===== config.mk =====
export PLATFORM = sky130hd
export DESIGN_NAME = battery_level_gauge
export DESIGN_NICKNAME = d
export VERILOG_FILES = /design/src/rtl/blg_pkg.sv /design/src/rtl/blg_front.sv /design/src/rtl/blg_fifo.sv /design/src/rtl/blg_div.sv /design/src/rtl/blg_back.sv /design/src/rtl/battery_level_gauge.sv
export SDC_FILE = /design/constraint.sdc
export NUM_CORES = 2
export LEC_CHECK = 0
export BUFFER_PORTS_ARGS = -buffer_cell sky130_fd_sc_hd__buf_4
export CAP_MARGIN = 0
export CORE_AREA = 2 2 228 230
export CTS_CLUSTER_DIAMETER = 150
export DETAILED_ROUTE_END_ITERATION = 8
export DIE_AREA = 0 0 230 232
export HOLD_SLACK_MARGIN = 0.02
export PLACE_DENSITY = 0.84
export SYNTH_ARGS = -nofsm -noshare
export SYNTH_HDL_FRONTEND = slang
export SYNTH_SLANG_ARGS = --single-unit

===== constraint.sdc =====
create_clock -name clock -period 19.35 [get_ports clock]
set_clock_uncertainty 0.2 [all_clocks]
set_input_delay 0.9675 -clock clock [delete_from_list [all_inputs] [get_ports clock]]
set_output_delay 0.9675 -clock clock [all_outputs]
set_load 0.01 [all_outputs]

===== src/rtl/blg_pkg.sv =====
`timescale 1ns / 1ps
// ----------------------------------------------------------------------------
// blg_pkg
// Shared widths, the state-of-charge table, register codes and interface
// structs of the battery level gauge.
// ----------------------------------------------------------------------------
package blg_pkg;

   localparam int SAMPLES_PER_READING = 10;
   localparam int ADC_BITS            = 12;
   localparam int TABLE_POINTS        = 12;
   localparam int SEG_W               = $clog2(TABLE_POINTS);

   localparam int SAMPLE_W   = 13;
   localparam int SUM_W      = 17;
   localparam int COUNT_W    = 4;
   localparam int MV_W       = 16;
   localparam int PCT_W      = 7;
   localparam int REF_W      = 12;
   localparam int GAIN_W     = 4;
   localparam int RATIO_W    = 4;
   localparam int DIV_DW     = 24;
   localparam int DIV_VW     = 16;
   localparam int DIV_CNT_W  = $clog2(DIV_DW + 1);
   localparam int CSR_IDX_W  = 2;
   localparam int CSR_DATA_W = 12;

   localparam logic [REF_W-1:0]   REF_MV_RESET        = 12'd600;
   localparam logic [GAIN_W-1:0]  GAIN_INVERSE_RESET  = 4'd6;
   localparam logic [RATIO_W-1:0] DIVIDER_RATIO_RESET = 4'd3;

   // Voltage/percent points, falling in voltage.
   localparam logic [MV_W-1:0] TABLE_MV [TABLE_POINTS] = '{
      16'd4200, 16'd4160, 16'd4090, 16'd4030, 16'd3890, 16'd3830,
      16'd3680, 16'd3660, 16'd3480, 16'd3420, 16'd3150, 16'd0
   };
   localparam logic [PCT_W-1:0] TABLE_PCT [TABLE_POINTS] = '{
      7'd100, 7'd99, 7'd91, 7'd78, 7'd63, 7'd53,
      7'd36,  7'd35, 7'd14, 7'd11, 7'd1,  7'd0
   };
   localparam logic [PCT_W-1:0] PCT_FULL = 7'd100;

   typedef enum logic [CSR_IDX_W-1:0] {
      CSR_REF_MV        = 2'd0,
      CSR_GAIN_INVERSE  = 2'd1,
      CSR_DIVIDER_RATIO = 2'd2
   } csr_index_type;

   typedef struct packed {
      logic [REF_W-1:0]   ref_mv;
      logic [GAIN_W-1:0]  gain_inverse;
      logic [RATIO_W-1:0] divider_ratio;
   } cfg_type;

   typedef struct packed {
      logic busy;
      logic done;
   } div_status_type;

   typedef struct packed {
      logic full;
      logic valid;
   } fifo_status_type;

endpackage


===== src/rtl/blg_front.sv =====
`timescale 1ns / 1ps
// ----------------------------------------------------------------------------
// blg_front
// Accumulates samples and hands each completed reading sum to the queue.
// ----------------------------------------------------------------------------
module blg_front #(
   parameter int SAMPLES_PER_READING = blg_pkg::SAMPLES_PER_READING
) (
   input  logic                               clock,
   input  logic                               reset,
   input  logic                               req_tvalid,
   output logic                               req_tready,
   input  logic signed [blg_pkg::SAMPLE_W-1:0] sample,
   input  logic                               queue_full,
   output logic                               push,
   output logic signed [blg_pkg::SUM_W-1:0]    push_sum
);

   logic signed [blg_pkg::SUM_W-1:0]   sum_ff, sum_in, sum_nx;
   logic        [blg_pkg::COUNT_W-1:0] count_ff, count_in;
   logic                               accept, last;

   assign req_tready = !queue_full;
   assign accept     = req_tvalid && req_tready;
   assign last       = count_ff == blg_pkg::COUNT_W'(SAMPLES_PER_READING - 1);
   assign sum_nx     = sum_ff + blg_pkg::SUM_W'(sample);
   assign push       = accept && last;
   assign push_sum   = sum_nx;

   always_comb begin
      sum_in   = sum_ff;
      count_in = count_ff;
      if (accept) begin
         if (last) begin
            sum_in   = '0;
            count_in = '0;
         end else begin
            sum_in   = sum_nx;
            count_in = count_ff + blg_pkg::COUNT_W'(1);
         end
      end
   end

   always_ff @(posedge clock) begin
      if (reset) begin
         sum_ff   <= '0;
         count_ff <= '0;
      end else begin
         sum_ff   <= sum_in;
         count_ff <= count_in;
      end
   end

endmodule


===== src/rtl/blg_fifo.sv =====
`timescale 1ns / 1ps
// ----------------------------------------------------------------------------
// blg_fifo
// Two-entry queue of reading sums between front and back.
// ----------------------------------------------------------------------------
module blg_fifo (
   input  logic                            clock,
   input  logic                            reset,
   input  logic                            push,
   input  logic signed [blg_pkg::SUM_W-1:0] push_sum,
   input  logic                            pop,
   output blg_pkg::fifo_status_type         status,
   output logic signed [blg_pkg::SUM_W-1:0] pop_sum
);

   logic signed [blg_pkg::SUM_W-1:0] mem_ff [2];
   logic                             wr_ptr_ff, wr_ptr_in;
   logic                             rd_ptr_ff, rd_ptr_in;
   logic [1:0]                       count_ff, count_in;
   logic                             do_push, do_pop;

   assign status.full  = count_ff == 2'd2;
   assign status.valid = count_ff != 2'd0;
   assign do_push      = push && !status.full;
   assign do_pop       = pop && status.valid;
   assign pop_sum      = mem_ff[rd_ptr_ff];

   always_comb begin
      wr_ptr_in = wr_ptr_ff ^ do_push;
      rd_ptr_in = rd_ptr_ff ^ do_pop;
      count_in  = count_ff + 2'(do_push) - 2'(do_pop);
   end

   always_ff @(posedge clock) begin
      if (do_push) begin
         mem_ff[wr_ptr_ff] <= push_sum;
      end
   end

   always_ff @(posedge clock) begin
      if (reset) begin
         wr_ptr_ff <= 1'b0;
         rd_ptr_ff <= 1'b0;
         count_ff  <= 2'd0;
      end else begin
         wr_ptr_ff <= wr_ptr_in;
         rd_ptr_ff <= rd_ptr_in;
         count_ff  <= count_in;
      end
   end

endmodule


===== src/rtl/blg_div.sv =====
`timescale 1ns / 1ps
// ----------------------------------------------------------------------------
// blg_div
// Restoring unsigned divider, one quotient bit per cycle.
// ----------------------------------------------------------------------------
module blg_div (
   input  logic                        clock,
   input  logic                        reset,
   input  logic                        start,
   input  logic [blg_pkg::DIV_DW-1:0]  dividend,
   input  logic [blg_pkg::DIV_VW-1:0]  divisor,
   output blg_pkg::div_status_type      status,
   output logic [blg_pkg::DIV_DW-1:0]  quotient
);

   logic [blg_pkg::DIV_DW-1:0]    quo_ff, quo_in;
   logic [blg_pkg::DIV_VW-1:0]    rem_ff, rem_in;
   logic [blg_pkg::DIV_VW-1:0]    dsr_ff, dsr_in;
   logic [blg_pkg::DIV_CNT_W-1:0] cnt_ff, cnt_in;
   logic                          busy_ff, busy_in;
   logic                          done_ff, done_in;
   logic [blg_pkg::DIV_VW:0]      trial;
   logic                          ge;

   assign trial       = {rem_ff, quo_ff[blg_pkg::DIV_DW-1]};
   assign ge          = trial >= {1'b0, dsr_ff};
   assign status.busy = busy_ff;
   assign status.done = done_ff;
   assign quotient    = quo_ff;

   always_comb begin
      quo_in  = quo_ff;
      rem_in  = rem_ff;
      dsr_in  = dsr_ff;
      cnt_in  = cnt_ff;
      busy_in = busy_ff;
      done_in = 1'b0;
      if (start) begin
         quo_in  = dividend;
         rem_in  = '0;
         dsr_in  = divisor;
         cnt_in  = blg_pkg::DIV_CNT_W'(blg_pkg::DIV_DW);
         busy_in = 1'b1;
      end else if (busy_ff) begin
         rem_in = ge ? blg_pkg::DIV_VW'(trial - {1'b0, dsr_ff})
                     : trial[blg_pkg::DIV_VW-1:0];
         quo_in = {quo_ff[blg_pkg::DIV_DW-2:0], ge};
         cnt_in = cnt_ff - blg_pkg::DIV_CNT_W'(1);
         if (cnt_ff == blg_pkg::DIV_CNT_W'(1)) begin
            busy_in = 1'b0;
            done_in = 1'b1;
         end
      end
   end

   always_ff @(posedge clock) begin
      quo_ff <= quo_in;
      rem_ff <= rem_in;
      dsr_ff <= dsr_in;
   end

   always_ff @(posedge clock) begin
      if (reset) begin
         cnt_ff  <= '0;
         busy_ff <= 1'b0;
         done_ff <= 1'b0;
      end else begin
         cnt_ff  <= cnt_in;
         busy_ff <= busy_in;
         done_ff <= done_in;
      end
   end

endmodule


===== src/rtl/blg_back.sv =====
`timescale 1ns / 1ps
// ----------------------------------------------------------------------------
// blg_back
// Turns a reading sum into battery millivolts and an interpolated charge.
// ----------------------------------------------------------------------------
module blg_back #(
   parameter int SAMPLES_PER_READING = blg_pkg::SAMPLES_PER_READING,
   parameter int ADC_BITS            = blg_pkg::ADC_BITS
) (
   input  logic                               clock,
   input  logic                               reset,
   input  blg_pkg::cfg_type                    cfg,
   input  blg_pkg::fifo_status_type            queue,
   input  logic signed [blg_pkg::SUM_W-1:0]    pop_sum,
   output logic                               pop,
   output logic                               rsp_tvalid,
   input  logic                               rsp_tready,
   output logic [blg_pkg::MV_W-1:0]           battery_mv,
   output logic [blg_pkg::PCT_W-1:0]          charge_percent,
   output logic                               above_table
);

   typedef enum logic [8:0] {
      ST_IDLE   = 9'b000000001,
      ST_AVG    = 9'b000000010,
      ST_MUL1   = 9'b000000100,
      ST_MUL2   = 9'b000001000,
      ST_MUL3   = 9'b000010000,
      ST_SEARCH = 9'b000100000,
      ST_INTERP = 9'b001000000,
      ST_DROP   = 9'b010000000,
      ST_OUT    = 9'b100000000
   } state_type;

   localparam int SEG_W = blg_pkg::SEG_W;
   localparam int MV_W  = blg_pkg::MV_W;
   localparam int PCT_W = blg_pkg::PCT_W;
   localparam int DW    = blg_pkg::DIV_DW;
   localparam int NUM_W = MV_W + PCT_W;

   // average by reciprocal multiply, exact for any 16-bit positive sum
   localparam int     AVG_SHIFT  = 20;
   localparam int     AVG_PROD_W = AVG_SHIFT + 17;
   localparam longint AVG_RECIP  = (longint'(1) << AVG_SHIFT) / SAMPLES_PER_READING + 1;

   state_type                 state_ff, state_in;
   logic [15:0]               avg_ff, avg_in;
   logic [31:0]               prod_ff, prod_in;
   logic [MV_W-1:0]           batt_ff, batt_in;
   logic [PCT_W-1:0]          pct_ff, pct_in;
   logic                      above_ff, above_in;
   logic [SEG_W-1:0]          seg_ff, seg_in;
   logic [DW-1:0]             num_ff, num_in;
   logic [MV_W-1:0]           dv_ff, dv_in;
   logic [PCT_W-1:0]          ph_ff, ph_in;

   logic                      div_start;
   logic [DW-1:0]             div_dividend;
   logic [blg_pkg::DIV_VW-1:0] div_divisor;
   blg_pkg::div_status_type   div_status;
   logic [DW-1:0]             div_quotient;

   logic [AVG_PROD_W-1:0]     avg_prod;
   logic [31:0]               shifted;
   logic [35:0]               wide;
   logic [SEG_W-1:0]          seg_nx;
   logic [MV_W-1:0]           vh, vl, dv;
   logic [PCT_W-1:0]          ph, pl, dp;
   logic [NUM_W-1:0]          num;
   logic                      in_seg;

   blg_div u_div (
      .clock    (clock),
      .reset    (reset),
      .start    (div_start),
      .dividend (div_dividend),
      .divisor  (div_divisor),
      .status   (div_status),
      .quotient (div_quotient)
   );

   assign avg_prod = AVG_PROD_W'(avg_ff) * AVG_PROD_W'(AVG_RECIP);
   assign shifted  = prod_ff >> ADC_BITS;
   assign wide     = 36'(shifted) * 36'(cfg.divider_ratio);
   assign seg_nx   = seg_ff + SEG_W'(1);
   assign vh       = blg_pkg::TABLE_MV[seg_ff];
   assign vl       = blg_pkg::TABLE_MV[seg_nx];
   assign ph       = blg_pkg::TABLE_PCT[seg_ff];
   assign pl       = blg_pkg::TABLE_PCT[seg_nx];
   assign dv       = vh - vl;
   assign dp       = (ph >= pl) ? ph - pl : '0;
   assign in_seg   = (vh >= batt_ff) && (batt_ff >= vl);
   assign num      = NUM_W'(vh - batt_ff) * NUM_W'(dp);

   assign pop            = (state_ff == ST_IDLE) && queue.valid;
   assign rsp_tvalid     = state_ff == ST_OUT;
   assign battery_mv     = batt_ff;
   assign charge_percent = pct_ff;
   assign above_table    = above_ff;

   always_comb begin
      state_in     = state_ff;
      avg_in       = avg_ff;
      prod_in      = prod_ff;
      batt_in      = batt_ff;
      pct_in       = pct_ff;
      above_in     = above_ff;
      seg_in       = seg_ff;
      num_in       = num_ff;
      dv_in        = dv_ff;
      ph_in        = ph_ff;
      div_start    = 1'b0;
      div_dividend = num_ff + DW'(dv_ff) - DW'(1);
      div_divisor  = dv_ff;
      unique case (state_ff)
         ST_IDLE: begin
            if (queue.valid) begin
               above_in = 1'b0;
               seg_in   = '0;
               // non-positive sums give an average of zero or less
               if (!pop_sum[blg_pkg::SUM_W-1] && (pop_sum != '0)) begin
                  avg_in   = pop_sum[15:0];
                  state_in = ST_AVG;
               end else begin
                  batt_in  = '0;
                  state_in = ST_SEARCH;
               end
            end
         end
         ST_AVG: begin
            avg_in   = avg_prod[AVG_SHIFT +: 16];
            state_in = ST_MUL1;
         end
         ST_MUL1: begin
            prod_in  = 32'(avg_ff) * 32'(cfg.ref_mv);
            state_in = ST_MUL2;
         end
         ST_MUL2: begin
            prod_in  = 32'(prod_ff[27:0]) * 32'(cfg.gain_inverse);
            state_in = ST_MUL3;
         end
         ST_MUL3: begin
            batt_in  = (|wide[35:MV_W]) ? '1 : wide[MV_W-1:0];
            seg_in   = '0;
            state_in = ST_SEARCH;
         end
         ST_SEARCH: begin
            if (batt_ff > blg_pkg::TABLE_MV[0]) begin
               above_in = 1'b1;
               pct_in   = blg_pkg::PCT_FULL;
               state_in = ST_OUT;
            end else if (in_seg) begin
               if (dv == '0) begin
                  pct_in   = ph;
                  state_in = ST_OUT;
               end else begin
                  num_in   = DW'(num);
                  dv_in    = dv;
                  ph_in    = ph;
                  state_in = ST_INTERP;
               end
            end else if (seg_ff == SEG_W'(blg_pkg::TABLE_POINTS - 2)) begin
               pct_in   = '0;
               state_in = ST_OUT;
            end else begin
               seg_in = seg_nx;
            end
         end
         ST_INTERP: begin
            // ceiling of num / dv
            div_start = 1'b1;
            state_in  = ST_DROP;
         end
         ST_DROP: begin
            if (div_status.done) begin
               pct_in   = (div_quotient > DW'(ph_ff)) ? '0
                                                      : ph_ff - div_quotient[PCT_W-1:0];
               state_in = ST_OUT;
            end
         end
         ST_OUT: begin
            if (rsp_tready) begin
               state_in = ST_IDLE;
            end
         end
         default: begin
            state_in = ST_IDLE;
         end
      endcase
   end

   always_ff @(posedge clock) begin
      avg_ff   <= avg_in;
      prod_ff  <= prod_in;
      batt_ff  <= batt_in;
      pct_ff   <= pct_in;
      above_ff <= above_in;
      seg_ff   <= seg_in;
      num_ff   <= num_in;
      dv_ff    <= dv_in;
      ph_ff    <= ph_in;
   end

   always_ff @(posedge clock) begin
      if (reset) begin
         state_ff <= ST_IDLE;
      end else begin
         state_ff <= state_in;
      end
   end

endmodule


===== src/rtl/battery_level_gauge.sv =====
`timescale 1ns / 1ps
// ----------------------------------------------------------------------------
// battery_level_gauge
// Averages ADC samples into battery millivolts and a state-of-charge percent.
// ----------------------------------------------------------------------------
// channel   dir  handshake               contents
// req_      in   req_tvalid/req_tready   one ADC sample
// rsp_      out  rsp_tvalid/rsp_tready   one reading per SAMPLES_PER_READING words
// csr_      in   csr_valid/csr_ready     register index and write data
//
// The front takes one sample word a cycle while the two-entry queue has room.
// Each reading passes through the back: a reciprocal multiply for the
// average, multiplies by the reference, gain inverse and divider ratio, up to
// 11 table steps and a 24-step divider for the interpolation.
// Reset is synchronous and restores the register defaults and empty state.
// A held result stalls only the back; the front keeps summing until the
// queue fills.
// ----------------------------------------------------------------------------
module battery_level_gauge #(
   parameter int SAMPLES_PER_READING = blg_pkg::SAMPLES_PER_READING,
   parameter int ADC_BITS            = blg_pkg::ADC_BITS
) (
   input  logic                              clock,
   input  logic                              reset,
   input  logic                              req_tvalid,
   output logic                              req_tready,
   input  logic [15:0]                       req_tdata,  // [12:0] adc_sample
   output logic                              rsp_tvalid,
   input  logic                              rsp_tready,
   // [15:0] battery_mv, [22:16] charge_percent, [23] above_table
   output logic [23:0]                       rsp_tdata,
   input  logic                              csr_valid,
   output logic                              csr_ready,
   input  logic [blg_pkg::CSR_IDX_W-1:0]     csr_index,
   input  logic [blg_pkg::CSR_DATA_W-1:0]    csr_data
);

   blg_pkg::cfg_type                  cfg_ff, cfg_in;
   blg_pkg::fifo_status_type          queue;
   logic                              push, pop;
   logic signed [blg_pkg::SUM_W-1:0]  push_sum, pop_sum;
   logic [blg_pkg::MV_W-1:0]          battery_mv;
   logic [blg_pkg::PCT_W-1:0]         charge_percent;
   logic                              above_table;

   assign csr_ready = 1'b1;
   assign rsp_tdata = {above_table, charge_percent, battery_mv};

   always_comb begin
      cfg_in = cfg_ff;
      if (csr_valid && csr_ready) begin
         unique case (blg_pkg::csr_index_type'(csr_index))
            blg_pkg::CSR_REF_MV:        cfg_in.ref_mv        = csr_data;
            blg_pkg::CSR_GAIN_INVERSE:  cfg_in.gain_inverse  = csr_data[blg_pkg::GAIN_W-1:0];
            blg_pkg::CSR_DIVIDER_RATIO: cfg_in.divider_ratio = csr_data[blg_pkg::RATIO_W-1:0];
            default:                    cfg_in = cfg_ff;
         endcase
      end
   end

   always_ff @(posedge clock) begin
      if (reset) begin
         cfg_ff.ref_mv        <= blg_pkg::REF_MV_RESET;
         cfg_ff.gain_inverse  <= blg_pkg::GAIN_INVERSE_RESET;
         cfg_ff.divider_ratio <= blg_pkg::DIVIDER_RATIO_RESET;
      end else begin
         cfg_ff <= cfg_in;
      end
   end

   blg_front #(
      .SAMPLES_PER_READING (SAMPLES_PER_READING)
   ) u_front (
      .clock      (clock),
      .reset      (reset),
      .req_tvalid (req_tvalid),
      .req_tready (req_tready),
      .sample     (signed'(req_tdata[blg_pkg::SAMPLE_W-1:0])),
      .queue_full (queue.full),
      .push       (push),
      .push_sum   (push_sum)
   );

   blg_fifo u_fifo (
      .clock    (clock),
      .reset    (reset),
      .push     (push),
      .push_sum (push_sum),
      .pop      (pop),
      .status   (queue),
      .pop_sum  (pop_sum)
   );

   blg_back #(
      .SAMPLES_PER_READING (SAMPLES_PER_READING),
      .ADC_BITS            (ADC_BITS)
   ) u_back (
      .clock          (clock),
      .reset          (reset),
      .cfg            (cfg_ff),
      .queue          (queue),
      .pop_sum        (pop_sum),
      .pop            (pop),
      .rsp_tvalid     (rsp_tvalid),
      .rsp_tready     (rsp_tready),
      .battery_mv     (battery_mv),
      .charge_percent (charge_percent),
      .above_table    (above_table)
   );

`ifndef SYNTHESIS
   a_pct_range: assert property (@(posedge clock) disable iff (reset)
      rsp_tvalid |-> (rsp_tdata[22:16] <= 7'd100))
      else $error("charge percent above 100");

   a_above_full: assert property (@(posedge clock) disable iff (reset)
      (rsp_tvalid && rsp_tdata[23]) |->
         ((rsp_tdata[22:16] == 7'd100) && (rsp_tdata[15:0] > 16'd4200)))
      else $error("above_table without full charge over top point");

   a_zero_mv: assert property (@(posedge clock) disable iff (reset)
      (rsp_tvalid && (rsp_tdata[15:0] == 16'd0)) |->
         ((rsp_tdata[22:16] == 7'd0) && !rsp_tdata[23]))
      else $error("zero millivolts with non-zero charge");
`endif

endmodule


# After elaboration in Yosys (flattened, before gate mapping)
# Memory sizes are Yosys's and may differ from the RTL's. A register that Yosys moved wholly into a read port is not among the register bits.
# Cells that the tools add are included.
[totals]
regBits = 239
ramBits = 34
rom_bits = 736
out_inout_bits = 27
elab_cells = 178
n_memories = 5
[classes]
addsub = 13
multipliers = 5
n_lt_le_gt_ge = 8
eq_ne = 26
muxes = 56
n_bitwise = 7
n_reduce_logical = 33
[memory_table]
columns = ["name", "words", "word_bits", "read_ports", "rd_clocked_by_memory_dff", "write_ports", "line", "rtl"]
rows = [
  ["(name not given)", 16, 16, 1, 0, 0, "blg_back.sv:87", "assign vl = blg_pkg::TABLE_MV[seg_nx];"],
  ["(name not given)", 16, 16, 1, 0, 0, "blg_back.sv:86", "assign vh = blg_pkg::TABLE_MV[seg_ff];"],
  ["(name not given)", 16, 7, 1, 0, 0, "blg_back.sv:88", "assign ph = blg_pkg::TABLE_PCT[seg_ff];"],
  ["(name not given)", 16, 7, 1, 0, 0, "blg_back.sv:89", "assign pl = blg_pkg::TABLE_PCT[seg_nx];"],
  ["u_fifo.mem_ff", 2, 17, 1, 1, 1, "blg_fifo.sv:16", "logic signed [blg_pkg::SUM_W-1:0] mem_ff [2];"],
]
[ops]
columns = ["op", "n"]
rows = [
  ["16-bit two-way mux", 10],
  ["9-bit case mux with 9 select lines", 1],
  ["7-bit two-way mux", 11],
  ["16-bit case mux with 2 select lines", 2],
  ["32-bit case mux with 2 select lines", 1],
  ["9-bit two-way mux", 7],
  ["24-bit two-way mux", 2],
  ["16-bit >= comparator", 2],
  ["16-bit by 16-bit multiplier with 32-bit output (second input constant)", 1],
  ["28-bit by 4-bit multiplier with 32-bit output", 1],
  ["16-bit subtractor", 2],
  ["16-bit by 12-bit multiplier with 28-bit output", 1],
  ["23-bit by 16-bit adder with 24-bit output", 1],
  ["24-bit by 7-bit greater-than comparator with 1-bit output", 1],
  ["20-bit by 4-bit multiplier with 24-bit output", 1],
  ["24-bit by 1-bit subtractor with 24-bit output (second input constant)", 1],
  ["23-bit by 7-bit multiplier with 23-bit output", 1],
  ["4-bit two-way mux", 5],
  ["20-bit OR reduction", 1],
  ["17-bit by 13-bit adder with 17-bit output", 1],
  ["17-bit by 16-bit >= comparator with 1-bit output", 1],
  ["17-bit two-way mux", 1],
  ["17-bit nonzero test", 1],
  ["16-bit by 16-bit subtractor with 17-bit output", 1],
  ["46 further kinds", 91],
]

# Longest topological paths before layout
[depth]
depth_word = 11
mapped_depth = 35
depth_no_buf = 32

# By module
# From an unflattened synthesis, not the netlist that was laid out.
[hier_totals]
hier_cells = 3878
hier_area_um2 = 36008.3
[by_module_without_submodules]
columns = ["mod", "n_inst", "cells_each", "area_per_inst_um2"]
rows = [
  ["blg_back", 1, 3216, 28652.5],
  ["blg_div", 1, 298, 3384.5],
  ["blg_front", 1, 200, 1621.6],
  ["blg_fifo", 1, 76, 1472.7],
  ["battery_level_gauge", 1, 88, 877.1],
]

# Least setup slack after synthesis
# OpenSTA, ideal clock, no wires.
[synth_timing]
path_type = "reg2reg"
startpoint = "reg u_back.seg_ff[1]"
endpoint = "reg u_back.num_ff[22] (data pin)"
setup_time_ps = 259
t_arrival_ps = 7334
required_ps = 18891
setup_slack_ps = 11557
path_stages_with_launch = 33
period_less_slack_ps = 7793
path_cell_list = "edfxtp_1 -> ha_1 -> and3b_1 -> nor2_1 -> clkbuf_1 -> a21oi_1 -> a31o_2 -> ha_1 -> o21ai_0 -> nand2b_1 -> o211ai_1 -> nand2_1 -> a21oi_1 -> a211o_1 -> or3_1 -> clkbuf_1 -> or2_1 -> fa_1 -> fa_1 -> inv_1 -> fa_1 -> inv_1 -> fa_1 -> inv_1 -> ha_1 -> nor2b_1 -> or4_1 -> nand4_1 -> a31oi_1 -> a211o_1 -> nand2_1 -> a21oi_1 -> xnor2_1"
[synth_between]
elab_chain_len = 8
[synth_rtl]
columns = ["item", "line", "rtl"]
rows = [
  ["start, declared", "blg_back.sv:52", "logic [SEG_W-1:0] seg_ff, seg_in;"],
  ["start signal, assigned", "blg_back.sv:198", "seg_ff <= seg_in;"],
  ["4-bit by 1-bit adder with 4-bit output", "blg_back.sv:85", "assign seg_nx = seg_ff + SEG_W'(1);"],
  ["4-bit NOT with 5-bit output (not written as such)", "blg_back.sv:89", ""],
  ["memory read 16 x 7 bit", "-", ""],
  ["7-bit two-way mux (not written as such) (2 in series)", "blg_back.sv:89", ""],
  ["7-bit subtractor or 7-bit >= comparator (tied branches)", "blg_back.sv:91", "assign dp = (ph >= pl) ? ph - pl : '0;"],
  ["7-bit two-way mux", "blg_back.sv:91", ""],
  ["23-bit by 7-bit multiplier with 23-bit output (*)", "blg_back.sv:93", "assign num = NUM_W'(vh - batt_ff) * NUM_W'(dp);"],
  ["named net u_back.num[22]", "blg_back.sv:69", "logic [NUM_W-1:0] num;"],
  ["end signal, assigned", "blg_back.sv:199", "num_ff <= num_in;"],
  ["end, declared", "blg_back.sv:53", "logic [DW-1:0] num_ff, num_in;"],
]
# Mark *: on every way through the listed nets, which the timed path passes. The rest lies on a longest branch. The select of a mux whose other input is x is not followed.
# A chain may end at the register's enable or synchronous reset.

# Final worst setup path
[layout_timing]
startpoint = "reg u_back.seg_ff[2]"
endpoint = "reg u_back.num_ff[22] (data pin)"
# The elaborated chain is that of the path after synthesis.

==> flow_metrics.tcl <==
set metrics [dict create \
    slew_violations 0 \
    root_buffer "clkbuf_16" \
    syn_inst 3914 \
    start_util_pct 69.6 \
    clk-insertion-delay-late_ns 0.56 \
    num_rows 83 \
    rsz0062_at_grt "no" \
    drive_gt1_share_pct 4.46 \
    r2r-end "u_back.num_ff[22]" \
    port_buffers 57 \
    crit_arrival_ns 9.91 \
    cp_max_fo 24 \
    core_area_um2 50900 \
    tightest_slew_ns 1.18 \
    fin_crit_sh_pct 50.7 \
    worstSetupPathType "reg2reg" \
    finalNonFillerCells 4602 \
    dp_hpwl_um 64000 \
    vias_per_cell 6.02 \
    syn_nets 4777 \
    startpoint_type "register" \
    synth_flop_cell "edfxtp_1" \
    synth_async_sr_flop_share_pct 0 \
    rr_startpoint "u_back.seg_ff[2]" \
    die_y_um 232 \
    fin_tns_setup_ns 0 \
    cts_resized 0 \
    max_stage_delay_ns 1.01 \
    drtPass1Iterations 6 \
    clock_sinks 271 \
    cp_slowest_cell "edfxtp_1" \
    post_cts_buffers 0 \
    clk_pin_slew_ns 0.06 \
    synth_seq_area_share_pct 20.8 \
    hold-path-cell-count 2 \
    outcome "finished clean" \
    drc 0 \
    hold_buffers 0 \
    min-delay-start "u_front.sum_ff[2]" \
    via_count 27700 \
    ant_nets 0 \
    ys.warnings.count 0 \
    hold_path_class "reg2reg" \
    finalNetCount 4759 \
    grt-ovfl-total 0 \
    area_growth_pct 6.09 \
    setup_viol 0 \
    io_pins 62 \
    clk_path_buf_depth 3 \
    tritoncts "built" \
    fmax_ghz 0.102 \
    die_w_um 230 \
    nFillCells 3602 \
    antennaDiodeCount 0 \
    antenna_found_initial 1 \
    required_ns 19.45 \
    dr.first_iter.drc_count 2265 \
    wl_per_cell_um 18.3 \
    synth_area_um2 35400 \
    ff2ff_setup_slack_ns 9.54 \
    avgSynthCellArea_um2 9.05 \
    synth_cell_types 85 \
    endpoint_kind "register" \
    cpMostUsedCell "fa_1" \
    min_to "u_front.sum_ff[2]" \
    grt_use_total_pct 32.6 \
    place.gp.congestion 0.987 \
    synth_edf_count 194 \
    grt_max_degree 50 \
    cts_buffers 34 \
    grt_pass1_wl_um 140000 \
    wirelength_um 84400 \
    dp.cells 4540 \
    reg2regPathDepth 30 \
    fin_crit_ns 9.81 \
    max_slew_margin_pct 21.2 \
    final-hold-violation-count 0 \
    htree_levels 2 \
    die-area_um2 53400 \
    grt_pass1_vias 28200 \
    ys_seq_elements 271 \
    max-cap-violations 0 \
]
cell usage after synthesis, drive strengths merged, types with 77 or more instances:
library cell | count | area [µm²]
and2 | 141 | 882
dfxtp | 77 | 1540
edfxtp | 194 | 5830
xnor2 | 106 | 955
o21ai | 138 | 691
nand2 | 432 | 1620
nor2 | 280 | 1050
ha | 427 | 5340
fa | 401 | 8030
clkbuf | 112 | 420
inv | 614 | 2300
a21oi | 196 | 981
registers in the layout, indices dropped and copies added (netlist names), 16 cells and up:
register,count
cfg_ff,20
u_back.avg_ff,16
u_back.battery_mv,16
u_back.num_ff,23
u_back.prod_ff,32
u_back.u_div.quotient,24
u_back.u_div.rem_ff,16
u_fifo.mem_ff,34
u_front.sum_ff,17
layer usage:
| layer | up-vias | global-route usage (%) | wire length (µm) |
|---|---|---|---|
| met5 | - | 0 | 13 |
| met4 | 2 | 9.86 | 2320 |
| met3 | 192 | 5.14 | 7110 |
| met2 | 1146 | 53.9 | 39600 |
| met1 | 13500 | 44.6 | 35400 |
| li1 | 12900 | - | - |
worst max-delay path by stage:
stage	slack, ns	end	start	cells after the start
floorplan	11.56	u_back.num_ff[22]	u_back.seg_ff[1]	32
global placement	9.89	u_back.num_ff[22]	u_back.seg_ff[2]	30
detailed placement	9.83	u_back.num_ff[22]	u_back.seg_ff[2]	30
CTS	9.74	u_back.num_ff[22]	u_back.seg_ff[2]	30
global route	9.04	u_back.num_ff[22]	u_back.seg_ff[2]	30
finish	9.54	u_back.num_ff[22]	u_back.seg_ff[2]	30
metrics by stage:
step / instance area, µm² / worst slack, ns / util (%) / hold WS [ns]
final: 37600 / 9.54 / 73.8 / 0.263
after global routing: 37600 / 9.04 / 73.8 / 0.310
after CTS: 37600 / 9.74 / 73.8 / 0.263
after detailed placement: 36300 / 9.83 / 71.4 / 0.257
after global placement: 36300 / 9.89 / 71.4 / 0.248
after floorplan: 35400 / 11.56 / - / 0.226
final cells by class:
| type | count | area (µm²) | area share (%) |
|---|---|---|---|
| multi-input combinational | 2901 | 25300 | 67.3 |
| sequential | 271 | 7370 | 19.6 |
| inverter | 616 | 2310 | 6.16 |
| clock buffer | 41 | 951 | 2.53 |
| tap | 680 | 851 | 2.27 |
| timing repair buffer | 72 | 541 | 1.44 |
| clock inverter | 21 | 269 | 0.716 |
logic make-up (layout without fill, tap and decap cells):
family,after synthesis,in the layout,share of synthesized area (%)
and+or+nand+nor,1217,1217,16.4
adders and majority gates,828,828,37.8
buffers and inverters,742,750,7.93
AOI/OAI and AO/OA,626,626,11.2
DFF,271,271,20.8
xor gates and xnor gates,179,179,4.52
muxes,50,50,1.45
other,1,1,0.0106
layout by cell type, fill, tap and decap left out, drive strengths merged, types with 25 or more instances in the layout:
master / count
nand3: 48
nand2b: 38
a21oi: 196
clkbuf: 41
xnor2: 106
o21ai: 138
dfxtp: 77
mux2i: 44
nor2: 280
nor3: 68
a211oi: 32
and3: 30
buf: 72
or3: 30
inv: 620
nand4: 25
ha: 427
xor2: 73
a21o: 64
nand2: 432
nor2b: 37
o21a: 28
and2: 141
fa: 401
edfxtp: 194
worst max-delay path, delay by kind of cell (launching register included):
| kind | cells | cell delay, ns |
|---|---|---|
| AND/OR/NAND/NOR | 9 | 2.98 |
| adder cells (fa/ha/maj) | 7 | 2.96 |
| AO/OA/AOI/OAI | 10 | 2.10 |
| flip-flops | 1 | 1.01 |
| buffers and inverters | 3 | 0.14 |
| XOR/XNOR | 1 | 0.13 |
Power is not shown: default switching activity piles up to over one toggle a cycle in this logic, so the estimate is an artifact.
